[src/rtl/brse_pkg.sv]
// Shared constants and types for the bitmap row span extractor.
// No dependencies; every other file of the block imports this package.
package brse_pkg;

	localparam int unsigned PIX_W      = 8;
	localparam int unsigned COL_W      = 13;
	localparam int unsigned ROW_W      = 12;
	localparam int unsigned LEFT_W     = 12;
	localparam int unsigned LANES      = PIX_W;
	localparam int unsigned OUT_MAX    = 4;
	localparam int unsigned SLOTS      = OUT_MAX + 1;
	localparam int unsigned CANDS      = LANES + 2;
	localparam int unsigned CNT_W      = $clog2(CANDS + 1);
	localparam int unsigned QCNT_W     = $clog2(OUT_MAX + 1);

	localparam int unsigned MAX_WIDTH  = 4096;
	localparam int unsigned MAX_HEIGHT = 4096;

	localparam logic [COL_W-1:0] ROW_WIDTH_RST = COL_W'(8);

	typedef struct packed {
		logic [LEFT_W-1:0] left;
		logic [COL_W-1:0]  right;
		logic [ROW_W-1:0]  row;
	} span_t;

	typedef struct packed {
		logic              run;
		logic [LEFT_W-1:0] start;
		logic              close;
		logic [LEFT_W-1:0] close_left;
		logic [COL_W-1:0]  close_right;
	} lane_t;

	typedef struct packed {
		span_t span;
		logic  last;
	} qent_t;

	typedef struct packed {
		logic              can_load;
		logic [QCNT_W-1:0] cnt;
	} qstat_t;

endpackage

[src/rtl/brse_if.sv]
// Request channel interfaces: pixel bytes in, spans out.
// Depends on brse_pkg for the payload widths.
interface brse_in_if import brse_pkg::*; ();
	logic             valid;
	logic             ready;
	logic [PIX_W-1:0] pixel_bits;
	logic             image_start;

	modport source (output valid, pixel_bits, image_start, input ready);
	modport sink (input valid, pixel_bits, image_start, output ready);
endinterface

interface brse_out_if import brse_pkg::*; ();
	logic              valid;
	logic              ready;
	logic [LEFT_W-1:0] span_left;
	logic [COL_W-1:0]  span_right;
	logic [ROW_W-1:0]  span_row;
	logic              last_span;

	modport source (output valid, span_left, span_right, span_row, last_span, input ready);
	modport sink (input valid, span_left, span_right, span_row, last_span, output ready);
endinterface

[src/rtl/brse_lane.sv]
// One pixel lane: checks its column against the row width and detects run edges.
// Depends on brse_pkg for lane_t.
module brse_lane import brse_pkg::*; (
	input  logic [COL_W-1:0]  col,
	input  logic [COL_W-1:0]  width,
	input  logic              pix,
	input  logic              prev_run,
	input  logic [LEFT_W-1:0] prev_start,
	output lane_t             res
);

	logic active;

	assign active = col < width;

	always_comb begin
		// pixels past the row end leave the run state untouched
		res.run         = active ? pix : prev_run;
		res.start       = (active && pix && !prev_run) ? col[LEFT_W-1:0] : prev_start;
		res.close       = active && !pix && prev_run;
		res.close_left  = prev_start;
		res.close_right = col;
	end

endmodule

[src/rtl/brse_merge.sv]
// Merging stage: packs the held span, lane closes and the row-end close in order.
// Depends on brse_pkg for span_t and lane_t.
module brse_merge import brse_pkg::*; (
	input  logic              hold_valid,
	input  span_t             hold_span,
	input  lane_t             lanes [LANES],
	input  logic [ROW_W-1:0]  row,
	input  logic              end_close,
	input  span_t             end_span,
	output span_t             slots [SLOTS],
	output logic [CNT_W-1:0]  total
);

	logic [CANDS-1:0] cand_v;
	span_t            cand [CANDS];
	logic [CNT_W-1:0] pos [CANDS];

	always_comb begin
		cand_v[0] = hold_valid;
		cand[0]   = hold_span;
		for (int i = 0; i < LANES; i++) begin
			cand_v[i+1] = lanes[i].close;
			cand[i+1]   = '{left: lanes[i].close_left, right: lanes[i].close_right, row: row};
		end
		cand_v[CANDS-1] = end_close;
		cand[CANDS-1]   = end_span;
	end

	// slot of each candidate is the number of valid candidates ahead of it
	always_comb begin
		for (int i = 0; i < CANDS; i++) begin
			pos[i] = CNT_W'($countones(cand_v & ((CANDS'(1) << i) - CANDS'(1))));
		end
	end

	assign total = CNT_W'($countones(cand_v));

	always_comb begin
		for (int k = 0; k < SLOTS; k++) begin
			slots[k] = '0;
			for (int i = 0; i < CANDS; i++) begin
				if (cand_v[i] && pos[i] == CNT_W'(k)) begin
					slots[k] = slots[k] | cand[i];
				end
			end
		end
	end

endmodule

[src/rtl/brse_span_queue.sv]
// Span buffer for one byte's spans, drained one a cycle, unless the output stalls, into an output register.
// Depends on brse_pkg for span_t, qent_t and qstat_t.
module brse_span_queue import brse_pkg::*; (
	input  logic              clk,
	input  logic              arst_n,
	input  logic              load,
	input  span_t             load_span [OUT_MAX],
	input  logic [QCNT_W-1:0] load_cnt,
	output qstat_t            stat,
	output logic              out_valid,
	input  logic              out_ready,
	output qent_t             out_ent
);

	qent_t             ent_q [OUT_MAX];
	logic [QCNT_W-1:0] cnt_q;
	logic              ov_q;
	qent_t             out_q;
	logic              move;

	assign move          = (cnt_q != '0) && (!ov_q || out_ready);
	assign stat.can_load = (cnt_q == '0) || (cnt_q == QCNT_W'(1) && move);
	assign stat.cnt      = cnt_q;
	assign out_valid     = ov_q;
	assign out_ent       = out_q;

	always_ff @(posedge clk or negedge arst_n) begin
		if (!arst_n) begin
			cnt_q <= '0;
			ov_q  <= 1'b0;
		end else begin
			if (load) begin
				cnt_q <= load_cnt;
			end else if (move) begin
				cnt_q <= cnt_q - QCNT_W'(1);
			end
			if (move) begin
				ov_q <= 1'b1;
			end else if (out_ready) begin
				ov_q <= 1'b0;
			end
		end
	end

	always_ff @(posedge clk) begin
		if (load) begin
			for (int k = 0; k < OUT_MAX; k++) begin
				ent_q[k] <= '{span: load_span[k], last: (QCNT_W'(k + 1) == load_cnt)};
			end
		end else if (move) begin
			// advance the remaining spans towards the head
			for (int k = 0; k < OUT_MAX - 1; k++) begin
				ent_q[k] <= ent_q[k+1];
			end
		end
		if (move) begin
			out_q <= ent_q[0];
		end
	end

endmodule

[src/rtl/bitmap_row_span_extractor_unit.sv]
// Bitmap row span extractor: takes one 1-bpp byte per request and turns each run of
// set pixels into a span (left, exclusive right, row). Eight pixel lanes inspect the
// byte side by side and a merging stage packs the spans found; the row position and
// run state update in the cycle the byte is accepted, so a byte that yields no span
// or one span is taken every cycle unless the span output stalls. A byte with more than
// one span holds the input while the output drains them one a cycle when not stalled;
// a fifth span from one byte is kept and sent first with the next byte's spans. A byte's
// first span passes the span buffer, then the output register, and later ones follow it in
// order; a stalled output holds the input while the buffer is not empty.
// row_width may only be written while the block is idle.
// Depends on brse_pkg, brse_if, brse_lane, brse_merge and brse_span_queue.
module bitmap_row_span_extractor_unit import brse_pkg::*; (
	input  logic             clk,
	input  logic             arst_n,
	input  logic             cfg_wr_en,
	input  logic [COL_W-1:0] cfg_wr_data,
	brse_in_if.sink          pix,
	brse_out_if.source       spans
);

	logic [COL_W-1:0]  row_width_q;
	logic [COL_W-1:0]  col_q;
	logic [ROW_W-1:0]  row_q;
	logic              in_run_q;
	logic [LEFT_W-1:0] run_start_q;
	logic              hold_valid_q;
	span_t             hold_q;

	logic              accept;
	logic [COL_W-1:0]  width_eff;
	logic [COL_W-1:0]  col0;
	logic [ROW_W-1:0]  row0;
	logic              run0;
	logic [LEFT_W-1:0] start0;
	lane_t             lane_o [LANES];
	logic              row_end;
	logic              end_close;
	span_t             end_span;
	logic [ROW_W:0]    row_inc;
	logic [ROW_W-1:0]  row_next;
	span_t             slots [SLOTS];
	logic [CNT_W-1:0]  total;
	logic [QCNT_W-1:0] n_out;
	span_t             q_span [OUT_MAX];
	qstat_t            q_stat;
	logic              out_valid;
	qent_t             out_ent;

	assign accept    = pix.valid && pix.ready;
	assign pix.ready = q_stat.can_load;

	assign width_eff = (row_width_q > COL_W'(MAX_WIDTH)) ? COL_W'(MAX_WIDTH) : row_width_q;

	// image start drops the open run and returns to the top left
	assign col0   = pix.image_start ? '0 : col_q;
	assign row0   = pix.image_start ? '0 : row_q;
	assign run0   = pix.image_start ? 1'b0 : in_run_q;
	assign start0 = pix.image_start ? '0 : run_start_q;

	for (genvar b = 0; b < LANES; b++) begin : g_lane
		if (b == 0) begin : g_first
			brse_lane u_lane (
				.col        (col0),
				.width      (width_eff),
				.pix        (pix.pixel_bits[b]),
				.prev_run   (run0),
				.prev_start (start0),
				.res        (lane_o[b])
			);
		end else begin : g_next
			brse_lane u_lane (
				.col        (col0 + COL_W'(b)),
				.width      (width_eff),
				.pix        (pix.pixel_bits[b]),
				.prev_run   (lane_o[b-1].run),
				.prev_start (lane_o[b-1].start),
				.res        (lane_o[b])
			);
		end
	end

	assign row_end   = !((col0 + COL_W'(LANES)) < width_eff);
	assign end_close = row_end && lane_o[LANES-1].run;
	assign end_span  = '{
		left:  lane_o[LANES-1].start,
		right: (col0 < width_eff) ? width_eff : col0,
		row:   row0
	};

	assign row_inc  = {1'b0, row0} + (ROW_W + 1)'(1);
	assign row_next = (row_inc >= (ROW_W + 1)'(MAX_HEIGHT)) ? '0 : row_inc[ROW_W-1:0];

	brse_merge u_merge (
		.hold_valid (hold_valid_q),
		.hold_span  (hold_q),
		.lanes      (lane_o),
		.row        (row0),
		.end_close  (end_close),
		.end_span   (end_span),
		.slots      (slots),
		.total      (total)
	);

	assign n_out = (total > CNT_W'(OUT_MAX)) ? QCNT_W'(OUT_MAX) : total[QCNT_W-1:0];

	always_comb begin
		for (int k = 0; k < OUT_MAX; k++) begin
			q_span[k] = slots[k];
		end
	end

	brse_span_queue u_queue (
		.clk       (clk),
		.arst_n    (arst_n),
		.load      (accept),
		.load_span (q_span),
		.load_cnt  (n_out),
		.stat      (q_stat),
		.out_valid (out_valid),
		.out_ready (spans.ready),
		.out_ent   (out_ent)
	);

	assign spans.valid      = out_valid;
	assign spans.span_left  = out_ent.span.left;
	assign spans.span_right = out_ent.span.right;
	assign spans.span_row   = out_ent.span.row;
	assign spans.last_span  = out_ent.last;

	always_ff @(posedge clk or negedge arst_n) begin
		if (!arst_n) begin
			row_width_q  <= ROW_WIDTH_RST;
			col_q        <= '0;
			row_q        <= '0;
			in_run_q     <= 1'b0;
			run_start_q  <= '0;
			hold_valid_q <= 1'b0;
		end else begin
			if (cfg_wr_en) begin
				row_width_q <= cfg_wr_data;
			end
			if (accept) begin
				col_q        <= row_end ? '0 : col0 + COL_W'(LANES);
				row_q        <= row_end ? row_next : row0;
				in_run_q     <= !row_end && lane_o[LANES-1].run;
				run_start_q  <= lane_o[LANES-1].start;
				hold_valid_q <= total > CNT_W'(OUT_MAX);
			end
		end
	end

	// hold the fifth span for the next byte
	always_ff @(posedge clk) begin
		if (accept) begin
			hold_q <= slots[OUT_MAX];
		end
	end

`ifndef SYNTHESIS
	a_col_bound: assert property (@(posedge clk) disable iff (!arst_n)
		col_q <= COL_W'(MAX_WIDTH))
		else $error("column position beyond the maximum row width");

	a_run_start: assert property (@(posedge clk) disable iff (!arst_n)
		in_run_q |-> ({1'b0, run_start_q} < col_q))
		else $error("open run starts at or after the current column");

	a_hold_src: assert property (@(posedge clk) disable iff (!arst_n)
		$rose(hold_valid_q) |-> $past(accept))
		else $error("held span appeared without an accepted byte");

	a_queue_cnt: assert property (@(posedge clk) disable iff (!arst_n)
		q_stat.cnt <= QCNT_W'(OUT_MAX))
		else $error("span buffer count above capacity");
`endif

endmodule

[src/flat_wrapper.sv]
// flat-port wrapper written by rule: the top's interface ports become plain ports
module bitmap_row_span_extractor_unit_flat import brse_pkg::*;
  (clk, arst_n, cfg_wr_en, cfg_wr_data, pix_valid, pix_pixel_bits, pix_image_start, pix_ready, spans_valid, spans_span_left, spans_span_right, spans_span_row, spans_last_span, spans_ready);
  brse_in_if pix_i ();
  brse_out_if spans_i ();
  input  logic clk;
  input  logic arst_n;
  input  logic cfg_wr_en;
  input  logic [COL_W-1:0] cfg_wr_data;
  input wire logic [$bits(pix_i.valid)-1:0] pix_valid;
  input wire logic [$bits(pix_i.pixel_bits)-1:0] pix_pixel_bits;
  input wire logic [$bits(pix_i.image_start)-1:0] pix_image_start;
  output wire logic [$bits(pix_i.ready)-1:0] pix_ready;
  output wire logic [$bits(spans_i.valid)-1:0] spans_valid;
  output wire logic [$bits(spans_i.span_left)-1:0] spans_span_left;
  output wire logic [$bits(spans_i.span_right)-1:0] spans_span_right;
  output wire logic [$bits(spans_i.span_row)-1:0] spans_span_row;
  output wire logic [$bits(spans_i.last_span)-1:0] spans_last_span;
  input wire logic [$bits(spans_i.ready)-1:0] spans_ready;
  assign pix_i.valid = pix_valid;
  assign pix_i.pixel_bits = pix_pixel_bits;
  assign pix_i.image_start = pix_image_start;
  assign pix_ready = pix_i.ready;
  assign spans_valid = spans_i.valid;
  assign spans_span_left = spans_i.span_left;
  assign spans_span_right = spans_i.span_right;
  assign spans_span_row = spans_i.span_row;
  assign spans_last_span = spans_i.last_span;
  assign spans_i.ready = spans_ready;
  bitmap_row_span_extractor_unit u_core (.clk(clk), .arst_n(arst_n), .cfg_wr_en(cfg_wr_en), .cfg_wr_data(cfg_wr_data), .pix(pix_i), .spans(spans_i));
endmodule
[config.mk]
export PLATFORM = sky130hd
export DESIGN_NAME = bitmap_row_span_extractor_unit_flat
export DESIGN_NICKNAME = d
export VERILOG_FILES = /design/src/rtl/brse_pkg.sv /design/src/rtl/brse_if.sv /design/src/rtl/brse_lane.sv /design/src/rtl/brse_merge.sv /design/src/rtl/brse_span_queue.sv /design/src/rtl/bitmap_row_span_extractor_unit.sv /design/src/flat_wrapper.sv
export SDC_FILE = /design/constraint.sdc
export NUM_CORES = 1
export LEC_CHECK = 0
export ABC_AREA = 1
export BUFFER_PORTS_ARGS = -buffer_cell sky130_fd_sc_hd__buf_2
export CAP_MARGIN = 20
export CELL_PAD_IN_SITES_DETAIL_PLACEMENT = 0
export CELL_PAD_IN_SITES_GLOBAL_PLACEMENT = 1
export CORE_ASPECT_RATIO = 2
export CORE_MARGIN = 10
export CORE_UTILIZATION = 42
export CTS_CLUSTER_DIAMETER = 150
export DETAILED_ROUTE_END_ITERATION = 12
export PLACE_DENSITY = 0.81
export RECOVER_POWER = 25
export SLEW_MARGIN = 30
export SYNTH_ARGS = -nofsm -noshare
export SYNTH_HDL_FRONTEND = slang
export SYNTH_HIERARCHICAL = 1
export SYNTH_SLANG_ARGS = --single-unit
[constraint.sdc]
create_clock -name clk -period 7.75 [get_ports clk]
set_clock_uncertainty 0.05 [all_clocks]
set_input_delay 1.55 -clock clk [delete_from_list [all_inputs] [get_ports clk]]
set_output_delay 1.55 -clock clk [all_outputs]
set_load 0.05 [all_outputs]
# Word-level counts from Yosys, hierarchy flattened
# Memory sizes are Yosys's and may differ from the RTL's. A register that Yosys moved wholly into a read port is not among the register bits.
# Cells that the tools add are included.
# classes
n_bitwise,41
magnitude_cmp,12
muxes,81
n_reduce_logical,112
n_addsub,25
eq_ne,37
# op_table
op,count
$mux 37,43
$or 37x37->37,38
$mux 12,12
$lt 13x13->1,9
$mux 38,3
$logic_and 1x1->1,79
$add 13x3->13 const B,4
$mux 13,4
$eq 4x2->1 const B,12
$logic_not 4->1,9
$add 13x2->13 const B,2
$eq 4x1->1 const B,6
$eq 4x3->1 const B,6
$logic_not 1->1,18
$mux 1,16
$add 12x1->13 const B,1
$add 13x1->13 const B,1
$add 13x4->13 const B,1
$ge 13x13->1 const B,1
$gt 13x13->1 const B,1
$add 4x1->4,3
$add 1x1->2,5
$mux 3,3
$add 4x4->4,2
other kinds (20),29
# totals
memories,1
output_inout_bits,40
ff_bits,93
ramBits,152
word_cells,320
# memory_table
name,words,word_bits,rd,rd_ports_with_merged_regs,wr,line,rtl
u_core.u_queue.ent_q,4,38,4,1,4,brse_span_queue.sv:15,qent_t ent_q [OUT_MAX];

# Logic depth before layout (Yosys ltp)
# depth
ltp_word,24
ltp_mapped,50
mapped_depth_nobuf,47

# Hierarchy
# Netlist, hierarchy kept.
# modules_own_cells
module,cells_each,n_inst,area_per_inst_um2
brse_merge,2310,1,10436.3
brse_span_queue,624,1,7838.8
bitmap_row_span_extractor_unit,758,1,5982.0
brse_lane at u_core.g_lane[0].g_first.u_lane ...,133,7,779.5
brse_lane at u_core.g_lane[3].g_next.u_lane,133,1,863.3

# Worst setup path after synthesis
# Ideal clock, no wire load.
# synth_path
path_kind,input -> register
startpoint,input spans_ready
endpoint,"memory u_core/u_queue/ent_q[0][0] (netlist name), enable pin"
t_required_ps,7221
path_stages,13
t_arrival_ps,8170
setup_slack_ps,-949
path_cell_list,inv_1 > nand2_2 > buf_2 > buf_2 > nand3_1 > nand2_1 > nand2_1 > clkinv_1 > clkbuf_1 > inv_2 > buf_6 > buf_6 > nand2_1
# synth_rtl
element,line,rtl
from (decl),flat_wrapper.sv:19,input wire logic [$bits(spans_i.ready)-1:0] spans_ready;
to (decl),brse_span_queue.sv:15,

==> run metrics <==
RSZ-0062 raised after global routing false; crit path max fanout 8; post-synthesis mux area share 0.0327%; Worst path slowest cell fa_2; dpl hpwl 129 mm; sequential area share after synthesis 26.9%; area delta synth->final 21.1%; CTS Buf Count 31; simple-gate share of the synthesized area 45.0%; Final ANT Viol Nets 0; GR Util met2 65.0%; gr busiest metal met2; biggest area consumer among synthesized cells edfxtp_1; starting DRC count in detailed routing 3532; fmax 132 MHz; number of global-route vias before repair 33100; Ports 67; total track usage 38.3%; CP Launch Type primary input; top post-synthesis cells by count nand2_1 (1511), nor2_1 (590), nand3_1 (544); CP endpoint kind flop; syn nets 4946; part of the cycle the worst path needs 97.9%; DRC errors left 0; # fillers 7368; largest net degree at the start of global routing 95; via count 34400; worst reg-to-reg path cell count 46; WL per Instance 27.8 um; gr ovfl total 0; Synth Flop Type edfxtp_1; synthesized flop and latch total 283; clk_lat worst skew 0.66 ns; Sink Count 283; share of cells above drive strength 1 20.8%; min-delay src u_core/u_queue/ent_q[0][7]$_DFFE_PP_; flop2flop setup slack 0.57 ns; Synth Area in Compound Gates 3.90%; DRT Pass-1 Iters 6; largest family of logic cells by synthesized area simple AND/OR/NAND/NOR gates; XOR/XNOR Fraction of Synth Area 2.23%; Hold Worst Slack 0.349 ns; count leader, synth nand2_1; TritonCTS clock tree built; Leak 18.0 nW; minimum clock period after layout 7.59 ns; Slew headroom -126%; met1 GRT Util 38.3%; final number of setup-violating endpoints 0; CP max stage delay 0.64 ns; number of synthesized flops with an enable pin 227; Post-Synth Adder-Cell Area 6.89%; synth top area cells edfxtp_1 (22%), nand2_1 (19%), nand3_1 (8.9%); WP data required 8.17 ns; instance count of the mapped netlist 4756; failing checks max-capacitance violations, max-slew violations; max-cap violations 3; Clock Pin Slew Worst Setup and Hold Paths 0.06 ns; first-pass GRT wire length 235 mm; CP most frequent cell buf_4; Total Power 17.0 mW; Die Width 211 um; Net count, final 5255; Power per Cell Area 460 nW/um^2; syn_area_per_cell 6.43 um^2; FFs w/ async S/R, synth 19.8%; gpl congestion 1.12; synth unique cells 48; worst vdd ir 0.515 mV; Placement Rows 139; total core area 72000 um^2; M3 GR Usage 6.34%; Worst Max-Slew Pin Slew 3.39 ns; WL final 167 mm; status complete, but fails checks; Max clock buf depth 3; hold path endpoint u_core/u_queue/out_ent[7]$_DFFE_PP_; reg-to-reg startpoint u_core/row_width_q[4]$_DFFE_PN0P_; yosys warns 6; Cell Area, Synth 30600 um^2; H-tree levels 1; initial core utilization 42.5%; worst min-delay path category flop to flop; Port Buffers 66; initial antenna violation count 8; die area 84600 um^2; Hold Path Stages 0; Hold Violations, Final 0; critical path arrival 8.00 ns; max-slew violation count 124; setup_tns 0 ns; post-synth top area share 22.3%; die height 402 um; Root Buffer clkbuf_16; worst reg2reg path endpoint u_core/u_queue/ent_q[2][36]$_DFFE_PP_; drt via density 5.72; Crit Path Class primary input to flop
worst max-delay path by stage:
| stage | from | slack [ns] | to |
|---|---|---|---|
| floorplan | pix_image_start | -0.07 | u_core/u_queue/ent_q[2][17]$_DFFE_PP_ |
| global placement | pix_image_start | -0.96 | u_core/u_queue/ent_q[0][8]$_DFFE_PP_ |
| detailed placement | pix_image_start | -0.95 | u_core/u_queue/ent_q[0][8]$_DFFE_PP_ |
| CTS | pix_image_start | 0.009 | u_core/u_queue/ent_q[0][6]$_DFFE_PP_ |
| global route | pix_image_start | 0.006 | u_core/u_queue/ent_q[0][3]$_DFFE_PP_ |
| finish | pix_image_start | 0.16 | u_core/u_queue/ent_q[2][36]$_DFFE_PP_ |
registers in the layout, summed over array words and instances, names as in the netlist:
name	count
u_core/hold_q	37
u_core/row_q	12
u_core/u_queue/out_ent	38
u_core/in_run_q	1
u_core/col_q	13
u_core/row_width_q	13
u_core/hold_valid_q	1
u_core/run_start_q	12
u_core/u_queue/out_valid	1
u_core/u_queue/cnt_q	3
u_core/u_queue/ent_q	152
per-layer routing:
metal | share of wire (%) | vias up | wire length (um)
met3 | 7.1 | 725 | 11900
met2 | 48 | 1873 | 79900
met1 | 32 | 15800 | 54000
li1 | - | 15900 | -
met5 | 0.025 | - | 42
met4 | 13 | 6 | 21100
report_power, final:
group	internal [mW]	total, mW	switching, mW
sequential	2.55	2.82	0.270
combinational	4.35	12.7	8.34
clock	0.807	1.51	0.702
total	7.70	17.0	9.31
cells in the final DEF (no fill, tap or decap), drive strengths merged, types with 9 or more instances in the layout:
| cell | netlist | layout |
|---|---|---|
| a21oi | 71 | 71 |
| buf | 360 | 699 |
| clkbuf | 91 | 68 |
| clkinv | 6 | 14 |
| dfrtp | 55 | 55 |
| edfxtp | 227 | 227 |
| fa | 9 | 9 |
| ha | 154 | 154 |
| inv | 464 | 467 |
| nand2 | 1561 | 1561 |
| nand3 | 556 | 556 |
| nand4 | 305 | 305 |
| nor2 | 628 | 628 |
| nor3 | 50 | 50 |
| o21ai | 87 | 87 |
| o22ai | 33 | 33 |
| xnor2 | 15 | 15 |
| xor2 | 61 | 61 |
metrics by stage:
step	instance area, um^2	setup slack (ns)	instances	utilization (%)
after floorplan	31200	-0.0671	4756	-
after global placement	35400	-0.963	5915	49.2
after detailed placement	35400	-0.947	5915	49.2
after CTS	36500	0.00921	5975	50.6
after global routing	37000	0.00616	6006	51.4
final	37000	0.165	6009	51.4
worst max-delay path: cells and delay by family:
family	cells	cell delay [ns]
AND/OR/NAND/NOR	20	2.23
buffers and inverters	14	1.94
adder cells (fa/ha/maj)	5	1.89
XOR/XNOR	1	0.19
AO/OA/AOI/OAI	2	0.15
cell type report:
cell class              instances  area, um^2  share of cell area [%]
diodes                          4        10.0                  0.0270
repair buffers                727        6270                    16.9
multi-input cells            3552       18600                    50.3
well taps                     916        1150                    3.10
clock buffers                  40         810                    2.19
clock inverters                17         163                   0.439
flip-flops and latches        283        8220                    22.2
inverters                     470        1790                    4.84
repair_timing:
item | CTS | global route
setup endpoints to repair | 189 | 192
pin swaps | 3 | 42
hold buffers | 0 | 0
gates cloned | 0 | 2
setup buffers | 3 | 29
gates resized for setup | 14 | 77
logic make-up after synthesis:
logic type | Yosys count
compound gates | 204
fa+ha+maj | 163
simple gates | 3108
buf+inv | 921
flops | 283
xor+xnor | 76
mux | 1
Power figures use the tool's default switching activity.
